$ cat config.mk
export PLATFORM = sky130hd
export DESIGN_NAME = mtp_cordic
export DESIGN_NICKNAME = d
export VERILOG_FILES = /design/src/rtl/assert_macros.svh /design/src/rtl/mtp_pkg.sv /design/src/rtl/mtp_cordic.sv
export SDC_FILE = /design/constraint.sdc
export NUM_CORES = 2
export LEC_CHECK = 0
export BUFFER_PORTS_ARGS = -buffer_cell sky130_fd_sc_hd__buf_2
export CELL_PAD_IN_SITES_DETAIL_PLACEMENT = 1
export CELL_PAD_IN_SITES_GLOBAL_PLACEMENT = 1
export CORE_ASPECT_RATIO = 0.9
export CORE_MARGIN = 2
export CORE_UTILIZATION = 40
export CTS_CLUSTER_DIAMETER = 150
export DETAILED_ROUTE_END_ITERATION = 8
export HOLD_SLACK_MARGIN = 0.12
export PLACE_DENSITY_LB_ADDON = 0.1
export REMOVE_ABC_BUFFERS = 1
export SLEW_MARGIN = 20
export SYNTH_ARGS = -nofsm -noshare
export SYNTH_HDL_FRONTEND = slang
export SYNTH_SLANG_ARGS = --single-unit
$ cat constraint.sdc
create_clock -name clk -period 13.6 [get_ports clk]
set_clock_uncertainty 0.05 [all_clocks]
set_input_delay 0 -clock clk [delete_from_list [all_inputs] [get_ports clk]]
set_output_delay 0 -clock clk [all_outputs]
set_load 0.02 [all_outputs]
$ cat src/rtl/assert_macros.svh
// Assertion macros used by the controller top level
`ifndef ASSERT_MACROS_SVH
`define ASSERT_MACROS_SVH

// Check that cond implies expr in the same cycle
`define ASSERT_IMPLIES(label, cond, expr, msg) \
    label: assert property (@(posedge clk) disable iff (!rst_n) (cond) |-> (expr)) \
        else $error(msg);

// Check that cond implies expr in the next cycle
`define ASSERT_NEXT(label, cond, expr, msg) \
    label: assert property (@(posedge clk) disable iff (!rst_n) (cond) |=> (expr)) \
        else $error(msg);

`endif

$ cat src/rtl/mtp_pkg.sv
// Shared constants, tables and helpers for the move-to-pose controller
package mtp_pkg;

    // CORDIC datapath widths
    localparam int CORD_IN_W = 18;
    localparam int CORD_XW   = 28;
    localparam int CORD_ZW   = 26;
    localparam int ATAN_LEN  = 24;

    // Arctangent of 2^-i in 2^-16 degree, rounded
    localparam logic signed [CORD_ZW-1:0] ATAN_TAB [0:ATAN_LEN-1] = '{
        26'sd2949120, 26'sd1740967, 26'sd919879, 26'sd466945,
        26'sd234379,  26'sd117304,  26'sd58666,  26'sd29335,
        26'sd14668,   26'sd7334,    26'sd3667,   26'sd1833,
        26'sd917,     26'sd458,     26'sd229,    26'sd115,
        26'sd57,      26'sd29,      26'sd14,     26'sd7,
        26'sd4,       26'sd2,       26'sd1,      26'sd0
    };

    localparam logic signed [CORD_ZW-1:0] DEG90_Z  = 26'sd5898240;
    localparam logic signed [CORD_ZW:0]   DEG360_Z = 27'sd23592960;

    // Square root datapath
    localparam int SQ_W   = 35;
    localparam int ROOT_W = 17;

    // cmd * 12000 / 127 as (cmd * MV_SCALE) >> MV_SHIFT, exact for |cmd| <= 127
    localparam int          MV_SHIFT = 28;
    localparam logic [34:0] MV_SCALE = 35'd25363992000;

    // Configuration register indexes
    typedef enum logic [2:0] {
        REG_TARGET_X        = 3'd0,
        REG_TARGET_Y        = 3'd1,
        REG_TARGET_HEADING  = 3'd2,
        REG_ARC_RADIUS      = 3'd3,
        REG_LINEAR_GAIN     = 3'd4,
        REG_TURN_GAIN       = 3'd5,
        REG_FINAL_TOLERANCE = 3'd6,
        REG_NEAR_TOLERANCE  = 3'd7
    } cfg_index_t;

    // Difference a - b in degrees, wrapped once into +-180
    function automatic logic signed [10:0] min_angle(input logic [8:0] a,
                                                     input logic [8:0] b);
        logic signed [10:0] d;
        d = $signed({2'b00, a}) - $signed({2'b00, b});
        if (d > 11'sd180)
            d = d - 11'sd360;
        else if (d < -11'sd180)
            d = d + 11'sd360;
        return d;
    endfunction

endpackage

$ cat src/rtl/mtp_cordic.sv
// Pipelined CORDIC vectoring unit: atan2(num, den) in 2^-16 degree
module mtp_cordic #(
    parameter int STAGES = 16
) (
    input  logic                                clk,
    input  logic                                en,
    input  logic signed [mtp_pkg::CORD_IN_W-1:0] num,
    input  logic signed [mtp_pkg::CORD_IN_W-1:0] den,
    output logic signed [mtp_pkg::CORD_ZW-1:0]   angle
);
    import mtp_pkg::*;

    logic signed [CORD_XW-1:0] x_reg [0:STAGES];
    logic signed [CORD_XW-1:0] y_reg [0:STAGES];
    logic signed [CORD_ZW-1:0] z_reg [0:STAGES];
    logic                      zero_reg [0:STAGES];

    logic signed [CORD_XW-1:0] x_in;
    logic signed [CORD_XW-1:0] y_in;
    logic signed [CORD_XW-1:0] x_pre;
    logic signed [CORD_XW-1:0] y_pre;
    logic signed [CORD_ZW-1:0] z_pre;

    // Scale and rotate the left half plane by +-90 degrees
    always_comb
    begin
        x_in  = CORD_XW'(den) <<< 8;
        y_in  = CORD_XW'(num) <<< 8;
        x_pre = x_in;
        y_pre = y_in;
        z_pre = '0;
        if (x_in < 0)
        begin
            if (y_in >= 0)
            begin
                x_pre = y_in;
                y_pre = -x_in;
                z_pre = DEG90_Z;
            end
            else
            begin
                x_pre = -y_in;
                y_pre = x_in;
                z_pre = -DEG90_Z;
            end
        end
    end

    always_ff @(posedge clk)
    begin
        if (en)
        begin
            x_reg[0]    <= x_pre;
            y_reg[0]    <= y_pre;
            z_reg[0]    <= z_pre;
            zero_reg[0] <= (num == '0) && (den == '0);
        end
    end

    // One micro-rotation per stage
    for (genvar i = 0; i < STAGES; i++)
    begin : g_stage
        always_ff @(posedge clk)
        begin
            if (en)
            begin
                zero_reg[i+1] <= zero_reg[i];
                if (y_reg[i] >= 0)
                begin
                    x_reg[i+1] <= x_reg[i] + (y_reg[i] >>> i);
                    y_reg[i+1] <= y_reg[i] - (x_reg[i] >>> i);
                    z_reg[i+1] <= z_reg[i] + ATAN_TAB[i];
                end
                else
                begin
                    x_reg[i+1] <= x_reg[i] - (y_reg[i] >>> i);
                    y_reg[i+1] <= y_reg[i] + (x_reg[i] >>> i);
                    z_reg[i+1] <= z_reg[i] - ATAN_TAB[i];
                end
            end
        end
    end

    assign angle = zero_reg[STAGES] ? '0 : z_reg[STAGES];

endmodule

==> metrics <==
R2R depth=15; Async SR Flop Fraction=0%; Least-Margin Pin Slew=1.11 ns; Final ANT Viol Nets=0; post-cts gate resize count=0; CORE AREA=239000 µm²; dpl ws=approximately 7.5 ns; setup_tns=0 ns; Reg clk slew, reported paths=roughly 0.05 ns; IO Count=64; period utilization=43.0%; worst-case clock buffer depth=3; WP buf/inv=7; # nets final=between 10000 and 15000; initial antenna violation count=4; first drt pass iteration count=5; top_reg_cell synth=edfxtp_1; Distinct cells, synth=96; Final Hold Vio Count=0; Seq cells post-synth=1153; dpl hpwl=approximately 220000 µm; max incr delay on CP=just under 0.7 ns; number of global-route vias before repair=80200; Period minus WS final=5.85 ns; Root Driver=clkbuf_16; Rows=170; slew margin rel.=between 20% and 30%; outcome=completed; fmax=171 MHz; Synth warnings=0; Max Transition Viols Final=0; worst-path fanout max=44; Max stage delay cell, worst path=o41ai_1; Via Count=78000; clk_lat worst skew=approximately 0.81 ns; CP Capture Type=flip-flop; Routed WL=around 280000 µm; most frequent CP cell=buf_4; GRT overflow=0; sequential-to-total area share from yosys stat=between 30% and 40%; CTS tree=yes; Sink Count=1153; vias per cell=about 5.7; final core occ=44.4%; DIE AREA=approximately 240000 µm²; max reg flops=about 390; worst hold path depth=2; Final GP Congestion=0.863; die height=roughly 470 µm; first-pass GRT wire length=447000 µm; starting DRC count in detailed routing=roughly 4500; CP startpoint kind=primary input; Critical Path RT=around 14 ns; Area Growth Syn to Fin=10.1%; Critical Path AT=between 6 and 7 ns; largest net degree at the start of global routing=about 130; Starting Density=40.3%; syn_area_per_cell=between 9 and 10 µm²; Mapped Area=just under 100000 µm²; # DRC=0; CP Depth=20; delay-heaviest family, CP=buffers and inverters; Final Instance Area=106000 µm²; final setup violation count=0; max cap viols=0; Post-synth EDFFs=around 1200; HP Class=in -> reg; Cells after Synth=10300; RSZ-0062 raised after global routing=false; CTS Buf Count=~150; Global Route Usage Sum=around 22%; H-Tree Depth=4; setup ws final=just under 8 ns; Post-DP Area=99700 µm²; chip width=521 µm; critical path class=in -> reg; CP Cell Sequence=dlygate4sd3_1 -> buf_8 -> buf_4 -> buf_4 -> and2_1 -> buf_4 -> inv_1 -> buf_4 -> mux2i_1 -> fa_1 -> a211o_1 -> a21oi_1 -> o21ai_0 -> a21oi_1 -> o21ai_0 -> o41ai_1 -> o21ai_0 -> or2_2 -> a21oi_1 -> xnor2_1; # port buffers=just over 60; share of layout cells above drive strength 1=roughly 4.8%; WL per Instance=~20 µm
cell usage in the layout, fill, tap and decap left out, types with 97 or more instances in the layout:
cell,instances
edfxtp_1,1153
nand3_1,224
inv_1,404
xor2_1,508
clkbuf_16,150
nor2_1,864
a21oi_1,863
nand2_1,622
nor4_1,106
a21o_1,283
mux2i_1,97
o21ai_0,549
xnor2_1,968
ha_1,881
or3_1,109
nor3_1,341
o21a_1,160
dlygate4sd3_1,137
nor2b_1,128
a31oi_1,120
and3_1,108
nand2b_1,147
o31ai_1,144
worst register-to-register path, delay by kind of cell (launching register included):
family / cells / cell delay, ns
AOI/OAI and AO/OA: 5 / 1.61
DFF: 1 / 0.47
and+or+nand+nor: 8 / 2.64
xor gates and xnor gates: 1 / 0.17
adders and majority gates: 1 / 0.35
what timing repair did:
item	4_1_cts	5_1_grt
hold buffers	137	0
setup buffers	0	0
endpoints found under the hold margin	431	0
layout make-up:
| cell class | count | area (µm²) |
|---|---|---|
| Clock buffer | 175 | 3850 |
| Multi-Input combinational cell | 8370 | 58700 |
| Timing Repair Buffer | 258 | 2160 |
| Fill cell | 27100 | 133000 |
| Tap cell | 3182 | 3980 |
| Clock inverter | 91 | 948 |
| Antenna cell | 3 | 7.51 |
| Sequential cell | 1153 | 34600 |
| Inverter | 416 | 1560 |
cell usage after synthesis (all sizes together), types with 25 or more instances:
| cell type | n | share of area (%) |
|---|---|---|
| o41ai | 58 | 0.58 |
| or4 | 62 | 0.50 |
| nand2b | 147 | 0.96 |
| nor3 | 342 | 1.8 |
| mux2 | 27 | 0.32 |
| xnor2 | 968 | 8.8 |
| a2111oi | 29 | 0.27 |
| edfxtp | 1153 | 36 |
| a21oi | 863 | 4.5 |
| a31oi | 120 | 0.78 |
| or3 | 109 | 0.71 |
| nor2 | 864 | 3.4 |
| a31o | 31 | 0.28 |
| and2 | 77 | 0.50 |
| xor2 | 508 | 4.6 |
| a21o | 283 | 2.2 |
| ha | 881 | 11 |
| nand2 | 624 | 2.4 |
| mux2i | 97 | 1.0 |
| o21bai | 86 | 0.67 |
| o21a | 160 | 1.2 |
| nand3 | 224 | 1.2 |
| a211o | 36 | 0.33 |
| and3 | 108 | 0.70 |
| inv | 416 | 1.6 |
| fa | 25 | 0.52 |
| buf | 71 | 0.30 |
| a211oi | 87 | 0.68 |
| nand4 | 65 | 0.42 |
| or2 | 56 | 0.36 |
| o21ai | 589 | 3.1 |
| a21boi | 38 | 0.30 |
| nor2b | 128 | 0.83 |
| o211ai | 62 | 0.48 |
| o22ai | 27 | 0.18 |
| o31ai | 144 | 1.1 |
| clkbuf | 263 | 1.0 |
| nor4 | 107 | 0.71 |
final timing paths:
check,startpoint,endpoint,slack [ns]
setup / recovery,en,x_reg[9][22]$_DFFE_PP_,7.75
hold / removal,en,y_reg[1][9]$_DFFE_PP_,0.18
setup reg to reg,y_reg[11][14]$_DFFE_PP_,x_reg[12][27]$_DFFE_PP_,8.08
hold reg to reg,zero_reg[0]$_DFFE_PP_,zero_reg[1]$_DFFE_PP_,0.35
per-stage QoR:
stage | hold WS, ns | cells
2_1_floorplan | 0.0489 | 9939
3_3_place_gp | 0.303 | 13200
3_5_place_dp | 0.293 | 13200
4_1_cts | 0.134 | 13600
5_1_grt | 0.152 | 13600
6_report | 0.183 | 13600
kinds of logic after synthesis:
group                    share of synthesized area [%]
AND/OR/NAND/NOR                                   15.2
multiplexers                                      1.33
XOR/XNOR                                          13.4
flip-flops                                        36.0
AO/OA/AOI/OAI                                     19.0
other                                          0.00390
buffers and inverters                             2.95
adder cells (fa/ha/maj)                           12.1
routing by layer:
layer	global-route usage, %	wire length, µm
met4	4.71	5200
met1	30.4	133000
met3	2.35	7650
met5	0	0
met2	38.4	133000
Power is left out: the tool's default activity adds up to more than one toggle a clock period on the data nets, which glitch-free logic cannot reach.
