<file path="src/rtl/assert_macros.svh">
// Assertion macros used by the controller top level
`ifndef ASSERT_MACROS_SVH
`define ASSERT_MACROS_SVH

// Check that cond implies expr in the same cycle
`define ASSERT_IMPLIES(label, cond, expr, msg) \
    label: assert property (@(posedge clk) disable iff (!rst_n) (cond) |-> (expr)) \
        else $error(msg);

// Check that cond implies expr in the next cycle
`define ASSERT_NEXT(label, cond, expr, msg) \
    label: assert property (@(posedge clk) disable iff (!rst_n) (cond) |=> (expr)) \
        else $error(msg);

`endif

</file>
<file path="src/rtl/mtp_pkg.sv">
// Shared constants, tables and helpers for the move-to-pose controller
package mtp_pkg;

    // CORDIC datapath widths
    localparam int CORD_IN_W = 18;
    localparam int CORD_XW   = 28;
    localparam int CORD_ZW   = 26;
    localparam int ATAN_LEN  = 24;

    // Arctangent of 2^-i in 2^-16 degree, rounded
    localparam logic signed [CORD_ZW-1:0] ATAN_TAB [0:ATAN_LEN-1] = '{
        26'sd2949120, 26'sd1740967, 26'sd919879, 26'sd466945,
        26'sd234379,  26'sd117304,  26'sd58666,  26'sd29335,
        26'sd14668,   26'sd7334,    26'sd3667,   26'sd1833,
        26'sd917,     26'sd458,     26'sd229,    26'sd115,
        26'sd57,      26'sd29,      26'sd14,     26'sd7,
        26'sd4,       26'sd2,       26'sd1,      26'sd0
    };

    localparam logic signed [CORD_ZW-1:0] DEG90_Z  = 26'sd5898240;
    localparam logic signed [CORD_ZW:0]   DEG360_Z = 27'sd23592960;

    // Square root datapath
    localparam int SQ_W   = 35;
    localparam int ROOT_W = 17;

    // cmd * 12000 / 127 as (cmd * MV_SCALE) >> MV_SHIFT, exact for |cmd| <= 127
    localparam int          MV_SHIFT = 28;
    localparam logic [34:0] MV_SCALE = 35'd25363992000;

    // Configuration register indexes
    typedef enum logic [2:0] {
        REG_TARGET_X        = 3'd0,
        REG_TARGET_Y        = 3'd1,
        REG_TARGET_HEADING  = 3'd2,
        REG_ARC_RADIUS      = 3'd3,
        REG_LINEAR_GAIN     = 3'd4,
        REG_TURN_GAIN       = 3'd5,
        REG_FINAL_TOLERANCE = 3'd6,
        REG_NEAR_TOLERANCE  = 3'd7
    } cfg_index_t;

    // Difference a - b in degrees, wrapped once into +-180
    function automatic logic signed [10:0] min_angle(input logic [8:0] a,
                                                     input logic [8:0] b);
        logic signed [10:0] d;
        d = $signed({2'b00, a}) - $signed({2'b00, b});
        if (d > 11'sd180)
            d = d - 11'sd360;
        else if (d < -11'sd180)
            d = d + 11'sd360;
        return d;
    endfunction

endpackage

</file>
<file path="src/rtl/mtp_isqrt.sv">
// Pipelined floor square root, one result bit per stage
module mtp_isqrt (
    input  logic                      clk,
    input  logic                      en,
    input  logic [mtp_pkg::SQ_W-1:0]  radicand,
    output logic [mtp_pkg::ROOT_W-1:0] root
);
    import mtp_pkg::*;

    logic [SQ_W-1:0] rem_reg [1:ROOT_W];
    logic [SQ_W-1:0] acc_reg [1:ROOT_W];

    for (genvar j = 0; j < ROOT_W; j++)
    begin : g_step
        localparam int SH = 2 * (ROOT_W - 1 - j);
        logic [SQ_W-1:0] rem_cur;
        logic [SQ_W-1:0] acc_cur;
        logic [SQ_W-1:0] trial;
        logic            take;

        if (j == 0)
        begin : g_first
            assign rem_cur = radicand;
            assign acc_cur = '0;
        end
        else
        begin : g_rest
            assign rem_cur = rem_reg[j];
            assign acc_cur = acc_reg[j];
        end

        assign trial = acc_cur + (SQ_W'(1) << SH);
        assign take  = (rem_cur >= trial);

        // Advance the partial root
        always_ff @(posedge clk)
        begin
            if (en)
            begin
                if (take)
                    acc_reg[j+1] <= (acc_cur >> 1) + (SQ_W'(1) << SH);
                else
                    acc_reg[j+1] <= acc_cur >> 1;
            end
        end

        // Advance the remainder except after the last step
        if (j < ROOT_W - 1)
        begin : g_rem
            always_ff @(posedge clk)
            begin
                if (en)
                begin
                    if (take)
                        rem_reg[j+1] <= rem_cur - trial;
                    else
                        rem_reg[j+1] <= rem_cur;
                end
            end
        end
    end

    assign root = acc_reg[ROOT_W][ROOT_W-1:0];

endmodule

</file>
<file path="config.mk">
export PLATFORM = sky130hd
export DESIGN_NAME = mtp_isqrt
export DESIGN_NICKNAME = d
export VERILOG_FILES = /design/src/rtl/assert_macros.svh /design/src/rtl/mtp_pkg.sv /design/src/rtl/mtp_isqrt.sv
export SDC_FILE = /design/constraint.sdc
export NUM_CORES = 1
export LEC_CHECK = 0
export BUFFER_PORTS_ARGS = -buffer_cell sky130_fd_sc_hd__buf_2
export CORE_UTILIZATION = 35
export CTS_CLUSTER_DIAMETER = 120
export DETAILED_ROUTE_END_ITERATION = 6
export GPL_ROUTABILITY_DRIVEN = 0
export GPL_TIMING_DRIVEN = 0
export PLACE_DENSITY = 0.58
export SYNTH_ARGS = -nofsm -noshare
export SYNTH_HDL_FRONTEND = slang
export SYNTH_SLANG_ARGS = --single-unit
</file>
<file path="constraint.sdc">
create_clock -name clk -period 3.7 [get_ports clk]
set_input_delay 0.555 -clock clk [delete_from_list [all_inputs] [get_ports clk]]
set_output_delay 0.555 -clock clk [all_outputs]
set_load 0.03 [all_outputs]
</file>
==> results of run 1 <==
## where the power goes
| part | internal, mW | leakage, nW | switching (mW) |
|---|---|---|---|
| sequential | 10.0 | 6.82 | 0.564 |
| combinational | 1.32 | 6.37 | 1.79 |
| clock | 4.09 | 1.16 | 3.18 |
| total | 15.4 | 14.4 | 5.53 |
## final cells by class
class,count,share of cell area [%]
tap,1276,4.133
inverter,206,2.002
buffer,77,1.014
timing repair buffer,65,1.348
multi-input combinational,1659,29.82
clock buffer,95,5.053
sequential,713,55.43
clock inverter,42,1.202
## final timing paths
path | slack, ns | end | cells after the start | startpoint
setup / recovery | 0.09 | rem_reg[0][372]$_DFFE_PP_ | 7 | rem_reg[0][343]$_DFFE_PP_
hold / removal | 0.09 | rem_reg[0][64]$_DFFE_PP_ | 1 | radicand[29]
setup reg to reg | 0.09 | rem_reg[0][372]$_DFFE_PP_ | 7 | rem_reg[0][343]$_DFFE_PP_
hold reg to reg | 0.44 | acc_reg[0][441]$_DFFE_PP_ | 0 | acc_reg[0][407]$_DFFE_PP_
## cells by family (layout without fill, tap and decap cells)
family,Yosys count,in the layout,share of synthesized area (%)
XOR/XNOR,241,241,6.199
flip-flops,713,713,62.88
AND/OR/NAND/NOR,774,774,12.09
AO/OA/AOI/OAI,458,458,8.702
multiplexers,18,18,0.5770
buffers and inverters,284,485,3.374
adder cells (fa/ha/maj),168,168,6.174
## cells in the final DEF (no fill, tap or decap), types with 54 or more instances in the layout
| master | count |
|---|---|
| sky130_fd_sc_hd__nor2_1 | 138 |
| sky130_fd_sc_hd__nor3_1 | 81 |
| sky130_fd_sc_hd__xor2_1 | 119 |
| sky130_fd_sc_hd__xnor2_1 | 122 |
| sky130_fd_sc_hd__nand2_1 | 166 |
| sky130_fd_sc_hd__inv_1 | 206 |
| sky130_fd_sc_hd__nor4_1 | 93 |
| sky130_fd_sc_hd__edfxtp_1 | 713 |
| sky130_fd_sc_hd__ha_1 | 168 |
| sky130_fd_sc_hd__buf_2 | 59 |
| sky130_fd_sc_hd__clkbuf_1 | 54 |
| sky130_fd_sc_hd__o21ai_0 | 140 |
| sky130_fd_sc_hd__clkbuf_16 | 75 |
| sky130_fd_sc_hd__a21oi_1 | 104 |
## routing by layer
metal  global-route usage, %  share of wire (%)  routed length (um)  vias up
met5                       0                  0                   0        -
met4                   7.993                5.5                3703        0
met3                   2.157                2.8                1900      175
met2                   28.75                 58               38850      352
met1                   11.55                 33               22380     9557
li1                        -                  -                   -    10220
==> results, run 1 <==
- The largest individual stage delay along the critical path comes from the cell sky130_fd_sc_hd__nor3_1.
- The number of instances in the synthesized netlist is 2656.
- The net count of the mapped netlist is 2861.
- The finished layout holds 4133 standard cells, fillers aside.
- Headroom to the max-slew limit came out at 22.93%.
- IR analysis of the VDD net gives a maximum drop of 0.0005004 V.
- The placed instances occupy a cell area of 36180 um2.
- The register bit count reported by yosys is 713.
- Yosys mapped a number of flops with a built-in enable equal to 713.
- The number of hold violations in the final report is 0.
- The first-pass detailed-route iteration total is 6.
- The DRC violation count after routing is 0.
- Summing over every cut layer, the via total after detailed routing is 20300.
- Once detail routing completed, the nets flagged for antenna violations numbered 0.
- By instance count, the cell type seen most on the critical path is sky130_fd_sc_hd__clkbuf_1.
- In this run the static leakage power is 14.36 nW.
- The proportion of register bits with asynchronous set or reset after synthesis is 0%.
- The remaining global-route overflow is 0.
- The count of port buffers added during placement is 53.
- The number of placed I/O pins is 54.
- The via-per-instance ratio is 4.912.
- The min-delay analysis places its worst path in the category in2reg.
- The initial antenna violation count came to 1.
- The Yosys step of the flow raised 0 warnings.
- The via count of the first global-routing pass is 21040.
- The run finished with clean final reports.
- The share of synthesized area in the top cell type comes to 62.88%.
- The number of fill cells is 9036.
- The antenna diode instance count is 0.
- The most used standard cell by instance count after synthesis is sky130_fd_sc_hd__edfxtp_1.
- For the worst-skew pair, the clock arrives at the later sink with an insertion delay of 0.65 ns.
- Data on the critical path arrives at its endpoint at 3.99 ns.
- In this run the core area contains 114 standard-cell rows.
- The die is 313.9 um tall.
- The critical path goes through nor3_1 > nand4_1 > o31ai_1 > or3_1 > clkbuf_1 > clkbuf_1 > mux2_2.
- The die area is 98530 um2.
- The final number of max-transition violations came to 0.
- The global routing usage summed across all routing layers is 13.63%.
- The number of different library cells used by synthesis comes to 77.
- The wire length of the first global-routing pass is 105700 um.
- On the final layout, the worst hold slack is 0.09292 ns.
- The total wirelength of the detailed-routed design is 66840 um.
- The initial utilization of the core area, before any placement, comes to 35.26%.
- The die extent in x is 313.9 um.
- Summing all flip-flop and latch instances after layout gives 21410 um2.
- The largest total area in the synthesized netlist belongs to sky130_fd_sc_hd__edfxtp_1.
- Entering global routing, the biggest net connects 41 pins.
- The register clock-pin slew on the reported worst setup and hold paths is 0.06 ns.
- For this run, the slowest stage of the critical path takes 0.72 ns.
- From synthesis to final layout, the design area changed by 13.45%.
- The longest clock path from root to sink contains 3 buffers.
- In this run, post-CTS hold repair placed 0 buffers.
- In the post-synthesis netlist, the biggest area contributors are sky130_fd_sc_hd__edfxtp_1, sky130_fd_sc_hd__ha_1, sky130_fd_sc_hd__xnor2_1.
- The final worst-path setup slack is 0.09328 ns.
- Before CTS, the worst setup slack after placement is -0.3773 ns.
- The sum of buffers and inverters on the critical path is 2.
- In this run the worst path has a maximum fanout of 10.
- Clock tree synthesis found a total of 713 sinks.
- The post-route netlist has 8.435% of its cells at a drive strength greater than 1.
- The core region is 96570 um2.
- The sequential cell area fraction in the yosys report is 62.88%.
- Clock skew on the completed layout was measured at 0.03577 ns.
- In this run, post-CTS repair resized a total of 3 instances.
- The total power density per cell area is 542.7 nW/um2.
- Adding up every negative setup slack in the final design gives 0 ns.
- At the pin with the least slew margin, the transition time is 1.156 ns.
- The kind of capture point of the worst setup path is a flop.
- The period utilization is 97.48%.
- The prevailing post-synth register cell is sky130_fd_sc_hd__edfxtp_1.
- The tree is rooted in a sky130_fd_sc_hd__clkbuf_16.
- After layout, the minimum clock period comes to 3.607 ns.
- Summing all multi-input logic gate instances after layout gives 11520 um2.
- The kind of cell with the highest combined delay on the critical path is simple AND/OR/NAND/NOR gates.
- The final layout contains 3002 nets.
- The critical path class is reg2reg.
- The placed wire-length estimate after detailed placement is 52320 um.
- After clock tree synthesis, the setup repair step added 0 buffers.
- Setup repair after global routing left no endpoint under its margin.
- In this run the mean area of a mapped cell was 12.82 um2.
- Timing would allow up to 277.3 MHz.
- Setup violations remaining at the end of the flow were counted as 0.
- Counting instances in the post-synthesis netlist gives the leading cell types as sky130_fd_sc_hd__edfxtp_1, sky130_fd_sc_hd__inv_1, sky130_fd_sc_hd__ha_1.
- The total clock buffers created by CTS is 75.
- The number of max-cap violations is 0.
- The flip-flop count of the largest register, all copies and words added is 560.
- Measured on the finished design, the core utilization comes to 40.00%.
- The number of placed cells counting well taps is 3997.
- TritonCTS built the clock tree.
- In this run the cell area of the synthesized design comes to 34050 um2.
- The category of the worst setup path launch point is a flop.
- CTS built an H-tree with a depth of 3.
- The summed area of non-filler cells in the final layout is 38630 um2.
- The design draws 20.96 mW.
- Data on the critical path is required at its endpoint by 4.08 ns.
- The routed wire length per instance is 16.17 um.
- The violation count after the first detailed-route iteration is 943.
Note: power is estimated with default switching activity, not from simulation.
==> run 2, diff against run 1 <==
- PLACE_DENSITY: 0.58 -> not set
- SKIP_LAST_GASP: not set -> 1
==> run 2 against run 1 <==
- core utilization down 0.11 points
- die area unchanged
- critical path depth up 2
- fmax down 0.16%
- sequential share of layout area up 0.16 points
- largest cell class unchanged
- global-route usage down 0.14 points
- combinational power about the same
- critical endpoint is now rem_reg[0][506]$_DFFE_PP_
- clock-buffer cell count down 6
- highest routed layer unchanged
- cell count about the same
- register-to-register slack about the same
- clock skew down 0.022 ns
==> results, run 2 (synthesis results as in run 1) <==
- The clock arrives with 0.01423 ns of skew.
- Along the worst hold path, the cell count comes to 1.
- The final critical path time including I/O delays and setup is 3.612 ns.
- The initial antenna violation count is 1.
- The number of placed cells counting well taps is 3996.
- In this run the most critical hold path is launched from radicand[12].
- The root cell of the clock tree is sky130_fd_sc_hd__clkbuf_16.
- The routed wire length per instance is 15.99 um.
- The violation count after the first detailed-route iteration is 981.
- No sink is reached through more buffers than the 3 on the longest clock path.
- Leaving out fill and tap cells, the most frequent cell in the layout is sky130_fd_sc_hd__edfxtp_1.
- The standard-cell row count is 114.
- The sequential cells in the finished layout cover a total of 21410 um2.
- Global routing finished with a remaining overflow of 0.
- The first detailed-routing pass ran for 6 iterations.
- The global routing usage summed across all routing layers is 13.49%.
- The flop-to-flop setup slack is 0.09 ns.
- The worst hold-check path type is in2reg.
- The category of the worst setup path launch point is a flop.
- The total leakage power is 14.32 nW.
- The endpoint of the worst hold path is rem_reg[0][47]$_DFFE_PP_.
- The wire length of the first global-routing pass is 105200 um.
- In the layout the commonest cells are sky130_fd_sc_hd__edfxtp_1, sky130_fd_sc_hd__inv_1, sky130_fd_sc_hd__ha_1.
- The number of hold violations in the final report is 0.
- The data required time of the worst path is 4.06 ns.
- The signal arrival time at the worst endpoint is 3.98 ns.
- The footprint of the multi-input gates is 11520 um2.
- The critical path in this run is classified as reg2reg.
- The number of cells traversed by the worst register-to-register path is 9.
- The worst supply voltage drop on vdd is 0.0004165 V.
- The count of cells in the finished layout, fillers not included, comes to 4129.
- The overall power of the completed layout is 20.86 mW.
- The worst setup path is captured at a flop.
- For this design, the sink count on the clock tree is 713.
- The later pin in the worst-skew pair is clocked with a latency of 0.63 ns.
- The worst slew margin relative to its limit is 19.07%.
- The maximum number of pins on one net before global-route repair is 41.
- Input and output buffers added on the ports amount to 53.
- The post-place instance area is 36160 um2.
- The core area is 96570 um2.
- The remaining antenna violation count is 0.
- In this run the power density over the cells is 541.7 nW/um2.
- The die area is 98530 um2.
- The maximum fanout encountered on the critical timing path is 10.
- The layout has 9021 filler cells.
- The period utilization is 97.63%.
- The signed area change from the synthesized netlist to the final layout is 13.13%.
- Setup violations remaining at the end of the flow were counted as 0.
- The summed area of non-filler cells in the final layout is 38520 um2.
- The register clock-pin slew on the reported worst setup and hold paths is 0.06 ns.
- Once the floorplan was initialized, standard cells occupied 35.26% of the core.
- The register with the most flip-flops in the layout has 560 of them.
- The flow ran to the end, and the final reports show no timing, DRC or antenna violations.
- Wires add up to 66020 um.
- The total number of H-tree levels is 3.
- The reg-to-reg critical path endpoint is rem_reg[0][506]$_DFFE_PP_.
- The routed layout has 20230 vias.
- The total clock buffers created by CTS is 74.
- The number of placed I/O pins is 54.
- TritonCTS built the clock tree.
- The placed wire-length estimate after detailed placement is 51390 um.
- The launch instance of the worst register-to-register path is rem_reg[0][478]$_DFFE_PP_.
- The final layout contains 3000 nets.
- Derived from the worst setup path, the maximum achievable clock frequency is 276.8 MHz.
- The via count of the first global-routing pass is 21150.
- The final number of max-transition violations is 0.
- From bottom edge to top edge, the die measures 313.9 um.
- The die extent in x is 313.9 um.
- Using the TritonRoute via totals, the vias-per-cell ratio works out to 4.899.
- The post-route worst hold slack is 0.1057 ns.
- The ratio of cells with drive above 1 in the final layout is 8.661%.
- The transition at the pin with the smallest max-transition slack is 1.214 ns.
- The number of max-cap violations is 0.
- The DRC violation count after routing is 0.
## run 2: how the worst max path moves through the flow
stage | start | end | slack [ns] | cells after the start
after floorplan | rem_reg[0][379]$_DFFE_PP_ | rem_reg[0][403]$_DFFE_PP_ | 0.63 | 6
after global placement | en | rem_reg[0][440]$_DFFE_PP_ | -0.33 | 8
after detailed placement | en | rem_reg[0][440]$_DFFE_PP_ | -0.33 | 8
after CTS | rem_reg[0][534]$_DFFE_PP_ | rem_reg[0][594]$_DFFE_PP_ | 0.04 | 10
after global routing | rem_reg[0][469]$_DFFE_PP_ | rem_reg[0][518]$_DFFE_PP_ | -0.03 | 9
final | rem_reg[0][478]$_DFFE_PP_ | rem_reg[0][506]$_DFFE_PP_ | 0.09 | 9
## run 2: layout make-up
type | count | share of cell area (%)
Tap cell | 1276 | 4.145
Timing Repair Buffer | 64 | 1.280
Antenna cell | 1 | 0.006497
Clock buffer | 89 | 4.954
Clock inverter | 44 | 1.082
Buffer | 77 | 1.020
Sequential cell | 713 | 55.59
Inverter | 206 | 2.008
Multi-Input combinational cell | 1659 | 29.92
## run 2: critical path, cell delays in order, from the launching register on
cell                       delay, ns
sky130_fd_sc_hd__edfxtp_1       0.41
sky130_fd_sc_hd__or3_1          0.44
sky130_fd_sc_hd__or4_1          0.41
sky130_fd_sc_hd__clkbuf_1       0.22
sky130_fd_sc_hd__nor2_1         0.33
sky130_fd_sc_hd__o311ai_0       0.34
sky130_fd_sc_hd__a311oi_2       0.42
sky130_fd_sc_hd__buf_2          0.33
sky130_fd_sc_hd__buf_2          0.30
sky130_fd_sc_hd__o21ai_0        0.14
## run 2: report_power, final
part	internal, mW	leakage [nW]	switching, mW	total (mW)
sequential	10.0	6.82	0.560	10.6
combinational	1.32	6.36	1.79	3.11
clock	4.07	1.14	3.11	7.18
## run 2: metal layers
| metal | global-route usage (%) | wire length (um) | vias up | part of all wire (%) |
|---|---|---|---|---|
| li1 | - | - | 10200 | - |
| met1 | 11.56 | 22450 | 9512 | 34 |
| met2 | 28.51 | 38490 | 327 | 58 |
| met3 | 2.197 | 1809 | 183 | 2.7 |
| met4 | 7.373 | 3274 | 0 | 5.0 |
| met5 | 0 | 0 | - | 0 |
## run 2: timing repair
action	in CTS	in global routing
hold buffers	0	0
setup endpoints to repair	16	22
gates resized for setup	2	5
buffers inserted	0	0
endpoints found under the hold margin	0	0
## run 2: through the flow
stage / utilization, % / worst slack, ns / TNS (ns)
after floorplan: - / 0.6308 / 0
after global placement: 37.19 / -0.3262 / -57.67
after detailed placement: 37.44 / -0.3310 / -5.309
after CTS: 39.86 / 0.03942 / 0
after global routing: 39.89 / -0.03454 / -0.05711
final: 39.89 / 0.08751 / 0
==> run 3, diff against run 2 <==
- ABC_AREA: not set -> 1
==> run 3 against run 2 <==
- critical path depth fell by 2
- first-iteration DRC count rose to 2.6 times the previous value
- sequential cell count did not move
- global-route usage rose by 3.8 points
- core utilization fell by 0.51 points
- clock-buffer cell count rose by 6
- sequential share of layout area fell by 8.7 points
- sequential power barely moved
- clock power rose by 3.8%
- critical endpoint is now rem_reg[0][341]$_DFFE_PP_
- highest routed layer unchanged
==> results, run 3 <==
- The flow ran to the end, and the final reports show no timing, DRC or antenna violations.
- Synthesis produced 4688 cells.
- The ratio of cells with drive above 1 in the final layout is 8.166%.
- The combinational family with the most area after synthesis is simple AND/OR/NAND/NOR gates.
- The final standard cell utilization of the core is 39.37%.
- Of the total synthesized cell area, the portion taken by XOR and XNOR cells is 2.975%.
- The proportion of netlist area held by the largest area contributor is 52.38%.
- In this run the count of I/O pins placed on the die edge is 54.
- The clock sink count is 713.
- The data required time of the worst path is 4.08 ns.
- The number of flops mapped to enable cells by yosys is 713.
- The number of cells upsized or downsized after cts is 0.
- For this run, design rule violations remaining after detail routing come to 0.
- In this run the worst hold path is classified as in2reg.
- The tree is rooted in a sky130_fd_sc_hd__clkbuf_16.
- The final layout contains 5033 nets.
- The category of the worst setup path launch point is an input pin.
- The flip-flop count of the largest register, all copies and words added is 560.
- In this run the core area contains 125 standard-cell rows.
- The remaining global-route overflow is 0.
- The final critical path time including I/O delays and setup is 2.907 ns.
- The initial antenna violation count is 2.
- The prevailing post-synth register cell is sky130_fd_sc_hd__edfxtp_1.
- The total leakage power is 20.36 nW.
- The count of port buffers added during placement is 53.
- The proportion of register bits with asynchronous set or reset after synthesis is 0%.
- STA classifies the critical path endpoint as a flop.
- On the critical path, the stage with the largest delay is an instance of sky130_fd_sc_hd__buf_2.
- The yosys synthesis warning count is 0.
- The violation count after the first detailed-route iteration is 2523.
- The top cell types in the final layout, fill and taps aside, are sky130_fd_sc_hd__nand2_1, sky130_fd_sc_hd__inv_1, sky130_fd_sc_hd__edfxtp_1.
- The largest single stage delay on the critical path is 0.59 ns.
- Clock-pin slew was measured on the worst setup and hold paths at 0.06 ns.
- The total clock buffers created by CTS is 76.
- The adder-cell share of the synthesized area is 5.142%.
- In the final layout, the multi-input gates occupy 15970 um2.
- The total wirelength of the detailed-routed design is 102600 um.
- The number of setup buffers added after CTS is 0.
- The proportion of synthesized area in mux cells is 0%.
- Based on the critical path, the design can be clocked at up to 344.0 MHz.
- The number of hold violations in the final report is 0.
- In the final routed layout, each cell accounts on average for 16.00 um.
- The per-instance average area after synthesis is 8.719 um2.
- After synthesis, the cell types taking the most area are sky130_fd_sc_hd__edfxtp_1, sky130_fd_sc_hd__nand2_1, sky130_fd_sc_hd__inv_1.
- The total number of H-tree levels is 3.
- Before antenna repair, the detailed router went through 6 iterations.
- STA puts the critical path data arrival time at 3.29 ns.
- The worst setup path is of the in2reg kind.
- Across the whole layout, storage elements account for 21410 um2.
- The cell repeated most along the worst path is sky130_fd_sc_hd__buf_2.
- The core area is 116000 um2.
- Detailed placement finished with a half-perimeter wire length of 82870 um.
- The signed area change from the synthesized netlist to the final layout is 11.78%.
- In the routed layout, each cell is associated on average with a via count of 4.838.
- The source-to-sink clock delay at the later pin of the worst-skew pair is 0.65 ns.
- The synthesized netlist devotes 26.81% of its cell area to simple gates.
- The worst pin sits at a relative slew slack of 16.63%.
- The first global-routing pass estimated 158400 um of wire.
- For the final database, setup skew stands at 0.03254 ns.
- The filler cells instantiated in the layout total 11640.
- The worst supply voltage drop on vdd is 0.0004908 V.
- After synthesis, the netlist uses 55 different library cells.
- The net count of the mapped netlist is 4893.
- The final number of max-transition violations was 0.
- The TritonCTS clock tree is yes.
- Along the worst path, the maximum fanout reaches 10.
- The sequential cell area fraction in the yosys report is 52.38%.
- After synthesis, the most frequently instantiated cells are sky130_fd_sc_hd__nand2_1, sky130_fd_sc_hd__inv_1, sky130_fd_sc_hd__edfxtp_1.
- The via count of the first global-routing pass was 29400.
- The die extent in x is 343.7 um.
- The count of nets left with antenna violations once routing finished came out at 0.
- The height of the die is 343.7 um.
- Yosys instantiated no cell more often than sky130_fd_sc_hd__nand2_1.
- Max-cap violations in this run came to 0.
- The total power density per cell area is 498.4 nW/um2.
- The critical path goes through buf_2 > buf_2 > buf_4 > buf_2 > nand3_1 > o21ai_0 > inv_1.
- Setup total negative slack on the finished layout was measured at 0 ns.
- Of the available clock period, the critical path in the final layout requires 78.56%.
- Counting flops and latches in the post-synthesis netlist gives 713.
- The top cell type by total area after synthesis is sky130_fd_sc_hd__edfxtp_1.
- The transition at the pin with the smallest max-transition slack is 1.250 ns.
- No sink is reached through more buffers than the 3 on the longest clock path.
- Leaving out fill and tap cells, the most frequent cell in the layout is sky130_fd_sc_hd__nand2_1.
- In the global route stage, overall resource usage came out at 17.29%.
- The maximum number of pins on one net before global-route repair is 43.
- The post-cts hold buffer count is 0.
- The via count of the routed design is 31030.
- The complex-gate fraction of the synthesized area is 4.154%.
- The initial core utilization is 35.22%.
- The die area is 118200 um2.
- Setup violations remaining at the end of the flow were counted as 0.
- Setup repair after global routing left no endpoint under its margin.
- In this run the cell area of the synthesized design comes to 40880 um2.
==> run 3: final timing paths <==
path / from / end / slack, ns / cells after the start
setup / recovery: en / rem_reg[0][341]$_DFFE_PP_ / 0.79 / 7
hold / removal: radicand[4] / rem_reg[0][39]$_DFFE_PP_ / 0.10 / 1
setup reg to reg: rem_reg[0][543]$_DFFE_PP_ / rem_reg[0][575]$_DFFE_PP_ / 1.14 / 7
hold reg to reg: rem_reg[0][145]$_DFFE_PP_ / rem_reg[0][180]$_DFFE_PP_ / 0.44 / 0
==> run 3: cell type report <==
class | count | area share, %
repair buffers | 62 | 0.9749
well taps | 1524 | 4.173
flip-flops and latches | 713 | 46.86
clock buffers | 95 | 4.412
plain buffers | 68 | 1.076
clock inverters | 41 | 0.9201
diodes | 3 | 0.01643
multi-input cells | 3103 | 34.96
inverters | 804 | 6.610
==> run 3: where the power goes <==
part           switching [mW]  leakage, nW  internal [mW]
logic                    3.12         12.3           1.53
clock network            3.19         1.20           4.26
registers               0.693         6.83           9.98
==> run 3: cells by family (layout without fill, tap and decap cells) <==
group / after synthesis / after routing
and+or+nand+nor: 2498 / 2498
buffers and inverters: 872 / 1070
DFF: 713 / 713
AOI/OAI and AO/OA: 299 / 299
adders and majority gates: 168 / 168
xor gates and xnor gates: 138 / 138
other: 0 / 3
==> run 3: through the flow <==
stage | area, um2 | setup WS, ns | cells | hold slack (ns) | power, mW
6_report | 45690 | 0.7933 | 6413 | 0.1048 | 22.77
5_1_grt | 45690 | 0.7504 | 6412 | 0.06180 | 23.91
4_1_cts | 45680 | 0.8125 | 6410 | 0.06376 | 22.91
3_5_place_dp | 43250 | 0.1309 | 6274 | 0.4256 | 15.45
3_3_place_gp | 43050 | -0.6686 | 6265 | 0.4235 | 15.39
2_1_floorplan | 40880 | 0.9352 | 4688 | 0.4166 | 13.98
==> run 3: per-layer routing <==
metal | routed length, um | track usage [%]
met4 | 4646 | 7.926
met5 | 0 | 0
met2 | 51120 | 30.99
met1 | 41720 | 20.36
met3 | 5153 | 2.443
==> run 3: worst max-delay path: cells and delay by family <==
| family | cells | cell delay (ns) |
|---|---|---|
| buffers and inverters | 5 | 2.07 |
| and+or+nand+nor | 1 | 0.37 |
| AOI/OAI and AO/OA | 1 | 0.24 |
